`config.mk`:
```
export PLATFORM = sky130hd
export DESIGN_NAME = white_patch_balance_core
export DESIGN_NICKNAME = d
export VERILOG_FILES = /design/src/hw/rtl/wpb_pkg.sv /design/src/hw/rtl/wpb_lane.sv /design/src/hw/rtl/wpb_out.sv /design/src/hw/rtl/white_patch_balance_core.sv
export SDC_FILE = /design/constraint.sdc
export NUM_CORES = 1
export LEC_CHECK = 0
export BUFFER_PORTS_ARGS = -buffer_cell sky130_fd_sc_hd__buf_2
export CAP_MARGIN = 5
export CELL_PAD_IN_SITES_DETAIL_PLACEMENT = 1
export CELL_PAD_IN_SITES_GLOBAL_PLACEMENT = 1
export CORE_MARGIN = 3
export CORE_UTILIZATION = 50
export CTS_BUF_LIST = sky130_fd_sc_hd__clkbuf_8
export DETAILED_ROUTE_END_ITERATION = 10
export GPL_TIMING_DRIVEN = 0
export HOLD_SLACK_MARGIN = 0.05
export PLACE_DENSITY = 0.77
export SYNTH_ARGS = -nofsm -noshare
export SYNTH_HDL_FRONTEND = slang
export SYNTH_HIERARCHICAL = 1
export SYNTH_SLANG_ARGS = --single-unit
```
`constraint.sdc`:
```
create_clock -name clk -period 43.2 [get_ports clk]
set_input_delay 8.64 -clock clk [delete_from_list [all_inputs] [get_ports clk]]
set_output_delay 8.64 -clock clk [all_outputs]
set_load 0.01 [all_outputs]
```
`src/hw/rtl/wpb_pkg.sv`:
```
// Shared types and constants for the white-patch balance block.
`default_nettype none
package wpb_pkg;

  localparam int unsigned CHANNELS = 3;
  localparam int unsigned PIX_W    = 8;
  localparam int unsigned PROD_W   = 2 * PIX_W;
  localparam int unsigned DIV_STEPS = PIX_W;

  typedef logic [PIX_W-1:0]  pix_t;
  typedef logic [PROD_W-1:0] prod_t;

  localparam pix_t FULL_SCALE = '1;

  // Register indexes of the configuration port.
  typedef enum logic [1:0] {
    REG_REF_C0 = 2'd0,
    REG_REF_C1 = 2'd1,
    REG_REF_C2 = 2'd2
  } reg_idx_t;

endpackage
`default_nettype wire

```
`src/hw/rtl/wpb_lane.sv`:
```
// One channel lane: pipelined restoring divider computing min(255, pix*255/ref).
`default_nettype none
module wpb_lane
  import wpb_pkg::*;
(
  input  wire logic clk,
  input  wire logic en,
  input  wire pix_t pix,
  input  wire pix_t refv,
  output pix_t      bal
);

  // Stage 0 holds the captured operands, stage k holds k quotient bits.
  pix_t rem  [0:DIV_STEPS];
  pix_t low  [0:DIV_STEPS];
  pix_t dvs  [0:DIV_STEPS];
  pix_t quo  [0:DIV_STEPS];
  logic sat  [0:DIV_STEPS];
  logic zero [0:DIV_STEPS];

  pix_t rem_next [1:DIV_STEPS];
  pix_t quo_next [1:DIV_STEPS];

  prod_t prod;

  // pix * 255 as a shift and subtract.
  assign prod = {pix, {PIX_W{1'b0}}} - {{PIX_W{1'b0}}, pix};

  always_comb begin
    logic [PIX_W:0] trial;
    logic           ge;
    for (int s = 1; s <= DIV_STEPS; s++) begin
      trial = {rem[s-1], low[s-1][PIX_W-1]};
      ge    = trial >= {1'b0, dvs[s-1]};
      rem_next[s] = ge ? pix_t'(trial - {1'b0, dvs[s-1]}) : trial[PIX_W-1:0];
      quo_next[s] = {quo[s-1][PIX_W-2:0], ge};
    end
  end

  always_ff @(posedge clk) begin
    if (en) begin
      // Upper product byte is below ref whenever pix < ref, so quotient fits 8 bits.
      rem[0]  <= prod[PROD_W-1:PIX_W];
      low[0]  <= prod[PIX_W-1:0];
      dvs[0]  <= refv;
      quo[0]  <= '0;
      sat[0]  <= (pix >= refv);
      zero[0] <= (pix == '0);
      for (int s = 1; s <= DIV_STEPS; s++) begin
        rem[s]  <= rem_next[s];
        low[s]  <= {low[s-1][PIX_W-2:0], 1'b0};
        dvs[s]  <= dvs[s-1];
        quo[s]  <= quo_next[s];
        sat[s]  <= sat[s-1];
        zero[s] <= zero[s-1];
      end
    end
  end

  // Zero pixel wins over saturation (covers ref == 0 with pix == 0).
  assign bal = zero[DIV_STEPS] ? '0 :
               sat[DIV_STEPS]  ? FULL_SCALE : quo[DIV_STEPS];

endmodule
`default_nettype wire

```
`src/hw/rtl/wpb_out.sv`:
```
// Merge stage: gathers the lane results into the registered output beat.
`default_nettype none
module wpb_out
  import wpb_pkg::*;
(
  input  wire logic clk,
  input  wire logic rst,
  input  wire logic en,
  input  wire logic in_valid,
  input  wire pix_t lane_bal [0:CHANNELS-1],
  output logic      out_valid,
  output logic [CHANNELS*PIX_W-1:0] out_data
);

  always_ff @(posedge clk) begin
    if (rst) begin
      out_valid <= 1'b0;
    end else if (en) begin
      out_valid <= in_valid;
    end
  end

  always_ff @(posedge clk) begin
    if (en) begin
      for (int c = 0; c < CHANNELS; c++) begin
        out_data[c*PIX_W +: PIX_W] <= lane_bal[c];
      end
    end
  end

endmodule
`default_nettype wire

```
`src/hw/rtl/white_patch_balance_core.sv`:
```
// White-patch white balance: three channel lanes, each min(255, pix*255/ref).
// Pipeline: operand capture, 8 divider steps, output register. Throughput:
// one pixel per cycle while m_tready stays high;
// the pipeline holds as a whole when the output beat is not taken.
// Reset (rst, synchronous): references return to 255, all pipeline valids clear.
`default_nettype none
module white_patch_balance_core
  import wpb_pkg::*;
(
  input  wire logic        clk,
  input  wire logic        rst,
  // Configuration: index 0..2 selects ref_c0..ref_c2, other indexes ignored.
  input  wire logic        cfg_we,
  input  wire logic [1:0]  cfg_addr,
  input  wire logic [7:0]  cfg_data,
  // Input stream.
  input  wire logic        s_tvalid,
  output logic             s_tready,
  input  wire logic [23:0] s_tdata,   // pix_c0 [7:0], pix_c1 [15:8], pix_c2 [23:16]
  // Output stream.
  output logic             m_tvalid,
  input  wire logic        m_tready,
  output logic [23:0]      m_tdata    // bal_c0 [7:0], bal_c1 [15:8], bal_c2 [23:16]
);

  pix_t ref_val  [0:CHANNELS-1];
  pix_t lane_bal [0:CHANNELS-1];

  // Valid bit per pipeline stage: stage 0 is the operand capture.
  logic vld [0:DIV_STEPS];
  logic adv;

  // Whole pipeline moves when the output slot is free or being drained.
  assign adv      = !m_tvalid || m_tready;
  assign s_tready = adv;

  // Reference registers.
  always_ff @(posedge clk) begin
    if (rst) begin
      for (int c = 0; c < CHANNELS; c++) begin
        ref_val[c] <= FULL_SCALE;
      end
    end else if (cfg_we) begin
      case (cfg_addr)
        REG_REF_C0: ref_val[0] <= cfg_data;
        REG_REF_C1: ref_val[1] <= cfg_data;
        REG_REF_C2: ref_val[2] <= cfg_data;
        default: ;
      endcase
    end
  end

  // Beat valid travels alongside the lane data.
  always_ff @(posedge clk) begin
    if (rst) begin
      for (int s = 0; s <= DIV_STEPS; s++) begin
        vld[s] <= 1'b0;
      end
    end else if (adv) begin
      vld[0] <= s_tvalid;
      for (int s = 1; s <= DIV_STEPS; s++) begin
        vld[s] <= vld[s-1];
      end
    end
  end

  // One divider lane per color channel.
  for (genvar c = 0; c < CHANNELS; c++) begin : g_lane
    wpb_lane u_lane (
      .clk  (clk),
      .en   (adv),
      .pix  (s_tdata[c*PIX_W +: PIX_W]),
      .refv (ref_val[c]),
      .bal  (lane_bal[c])
    );
  end

  // Output register merges the lanes into one beat.
  wpb_out u_out (
    .clk       (clk),
    .rst       (rst),
    .en        (adv),
    .in_valid  (vld[DIV_STEPS]),
    .lane_bal  (lane_bal),
    .out_valid (m_tvalid),
    .out_data  (m_tdata)
  );

endmodule
`default_nettype wire

```
==> impl_metrics.csv <==
group,metric,value,unit
power,finalPower,0.002408,W
grt,grt_pass1_wl,106.6,mm
grt,antenna_found_initial,3,
clocking,clk_latency,0.71,ns
placed_design,place_congestion,0.8556,
logic_synthesis,synth_area_leaders,"edfxtp_1 (62%), ha_1 (8.1%), mux2_2 (3.7%)",
logic_synthesis,synth_seq_cells,712,
clocking,cts_resized,0,
clocking,cts_tree,"done",
sta,whs,0.4077,ns
detailed_routing,vias,19470,
clocking,clockBufferDepth,3,
detailed_routing,postRouteAntennaNets,0,
critical_path,cp-start-kind,"input port",
floorplan,rows,95,
power,leakage,15.65,nW
logic_synthesis,seq_area_frac_synth,62.53,%
critical_path,cp-end-kind,"primary output",
floorplan,core,0.06740,mm2
sta,tightest_slew,0.8752,ns
sta,max_slew_margin,41.65,%
logic_synthesis,synthFlopType,"edfxtp_1",
placed_design,numPortBuffers,62,
power,max-vdd-ir-drop,30.51,uV
hold_path,hold_class,"register to register",
critical_path,ff2ff_setup_slack,40.53,ns
placed_design,hpwl,46.66,mm
power,power_frac_clock,21.6,%
detailed_routing,drt-wirelength-per-cell,17.94,um
critical_path,crit_type,"input port to primary output",
flow_run,maxCapViolations,0,
power,p_sw,0.0007601,W
logic_synthesis,syn_area,0.03418,mm2
logic_synthesis,syn_area_per_cell,14.03,um2
critical_path,cp_max_fo,143,
sta,setup_viol,0,
outcome,status,"finished clean",
floorplan,fp.dieH,267.4,um
sta,rsz0062_at_grt,"false",
clocking,cts_setup_buffers,0,
detailed_routing,wirelength,64.33,mm
floorplan,pin_count,65,
sta,skew,0.03511,ns
detailed_routing,drtIter0Drc,815,
grt,grt_pass1_vias,21290,
logic_synthesis,synth_top_area_share,62.47,%
logic_synthesis,syn_inst,2436,
power,p_comb_share,34.7,%
detailed_routing,dr.pass1.iters,5,
logic_synthesis,yosysTopAreaCell,"edfxtp_1",
logic_synthesis,syn_nets,2718,
sta,fin_crit,18.86,ns
placed_design,placedCellCount,3376,
clocking,cts_sinks,712,
power,swShare,31.57,%
clocking,cts_made_buffers,113,
logic_synthesis,synthArstFlopShare,0,%
clocking,cts_root_buf,"clkbuf_8",
sta,fin_crit_sh,43.66,%
power,p_int,0.001648,W
detailed_routing,drc,0,
placed_design,dp_slack,24.32,ns
sta,fmax,53.02,MHz
cells_and_area,nNetsFinal,2900,
cells_and_area,syn_to_final_growth,10.60,%
logic_synthesis,synth_edf_count,711,
floorplan,dieWidth,267.4,um
sta,fin_ws,24.34,ns
detailed_routing,viasPerCell,5.431,
clocking,htree_num_levels,3,
power,seqPwrFrac,43.7,%
sta,drv_slew,0,
cells_and_area,fin_cells,3585,
hold_path,holdPathStages,0,
critical_path,reg2reg_depth,5,
critical_path,worstPathArrival,10.22,ns
floorplan,dieArea,0.07153,mm2
floorplan,floorplan.initialDensity,50.71,%
power,p_per_area,63.71,mW/mm2
clocking,clkSlewWorstSetupHoldPaths,0.06,ns
clocking,cts_hold_buf,0,
sta,finalHoldViolations,0,
logic_synthesis,yosysWarnings,6,
critical_path,required,34.56,ns
cells_and_area,drive_gt1_share,15.10,%
grt,grt_util_all_layers,18.35,%
sta,fin_tns_setup,0,ns
grt,grt_start_max_net_pins,146,
grt,grt-ovfl-total,0,
logic_synthesis,synth.distinct_cells,81,
## cell families (layout without fill, tap and decap cells)
group / after synthesis / count (layout) / share of synthesized area, %
other cells: 0 / 3 / 0
compound gates: 412 / 412 / 8.915
flops: 712 / 712 / 62.53
mux: 170 / 170 / 5.481
xor+xnor: 86 / 86 / 2.204
buf+inv: 339 / 612 / 3.980
fa+ha+maj: 243 / 243 / 9.357
simple gates: 474 / 474 / 7.534
## cells in the final DEF, fill, tap and decap left out, drive strengths merged, types with 18 or more instances in the layout
cell and n:
edfxtp 711, a21oi 75, nor2b 36, buf 86, a211o 20, nor2 137
nand2b 42, o21a 37, inv 336, o31a 23, a211oi 32, fa 21
xor2 18, nor4 22, mux2i 51, nand2 50, clkinv 47, nor3 63
clkbuf 136, o21ai 66, mux2 119, xnor2 68, ha 222, nor3b 19
a21o 59, nand3 52
## metal layers
| metal | vias to the layer above | global-route usage, % | routed length [um] |
|---|---|---|---|
| li1 | 9466 | - | - |
| met1 | 9617 | 21.64 | 26690 |
| met2 | 278 | 33.83 | 34040 |
| met3 | 109 | 3.124 | 2118 |
| met4 | 0 | 6.338 | 1482 |
| met5 | - | 0 | 0 |
## state kept, by name (all words and copies together), names as in the netlist
name                cells
vld                     9
g_lane.u_lane/rem     192
g_lane.u_lane/zero     27
g_lane.u_lane/sat      27
u_out/out_data         24
u_out/out_valid         1
g_lane.u_lane/quo     108
g_lane.u_lane/dvs     192
ref_val                24
g_lane.u_lane/low     108
## power by group through the flow
stage | combinational (W) | clock, W | sequential (W)
after global placement | 0.000767 | 0 | 0.00105
after detailed placement | 0.000825 | 0 | 0.00107
after floorplan | 0.000650 | 0 | 0.00103
after global routing | 0.000928 | 0.000569 | 0.00107
after CTS | 0.000837 | 0.000541 | 0.00105
final | 0.000835 | 0.000521 | 0.00105
## Yosys cell counts, types with 8 or more instances
master,number
a211oi_1,24
a2111o_1,8
mux2_2,113
nor2_1,136
o31a_1,20
a211o_1,20
o21ai_0,63
mux2i_1,51
and3_1,11
nor4_1,19
o21bai_1,11
a21o_1,59
o21a_1,37
xor2_1,18
a211oi_2,8
clkbuf_1,16
nand2_1,49
nor3b_2,9
or3_1,8
fa_1,21
o311a_1,11
ha_1,222
xnor2_1,68
a21oi_1,75
nor2b_1,34
nor3b_1,10
nand3_1,52
a311o_1,13
nand2b_1,42
nor3_1,60
inv_1,299
edfxtp_1,711
## area by class of cell
class | instances | area, um2
fillers | 6564 | 29600
flip-flops and latches | 712 | 21370
multi-input cells | 1385 | 11450
clock buffers | 116 | 1597
inverters | 300 | 1134
well taps | 873 | 1092
clock inverters | 90 | 470.5
repair buffers | 67 | 447.9
plain buffers | 39 | 234.0
diodes | 3 | 7.507
## critical path: stages
cell and delay, ns:
buf_2 0.07, nor2b_1 0.04, buf_4 0.20, inv_8 0.32
buf_16 0.51, buf_2 0.25
## per-stage QoR
stage                     cell area (um2)  util [%]
after floorplan                     34180         -
after global placement              35580     52.79
after detailed placement            35720     53.01
after CTS                           37790     56.07
after global routing                37800     56.08
final                               37800     56.08
## path summary, 6_finish.rpt
kind,startpoint,end
hold / removal,g_lane[1].u_lane/quo[3][5]$_DFFE_PP_,g_lane[1].u_lane/quo[3][14]$_DFFE_PP_
setup reg to reg,u_out/out_valid$_SDFFE_PP0P_,g_lane[0].u_lane/dvs[0][60]$_DFFE_PP_
hold reg to reg,g_lane[1].u_lane/quo[3][5]$_DFFE_PP_,g_lane[1].u_lane/quo[3][14]$_DFFE_PP_
setup / recovery,m_tready,s_tready
Power figures use the tool's default switching activity.
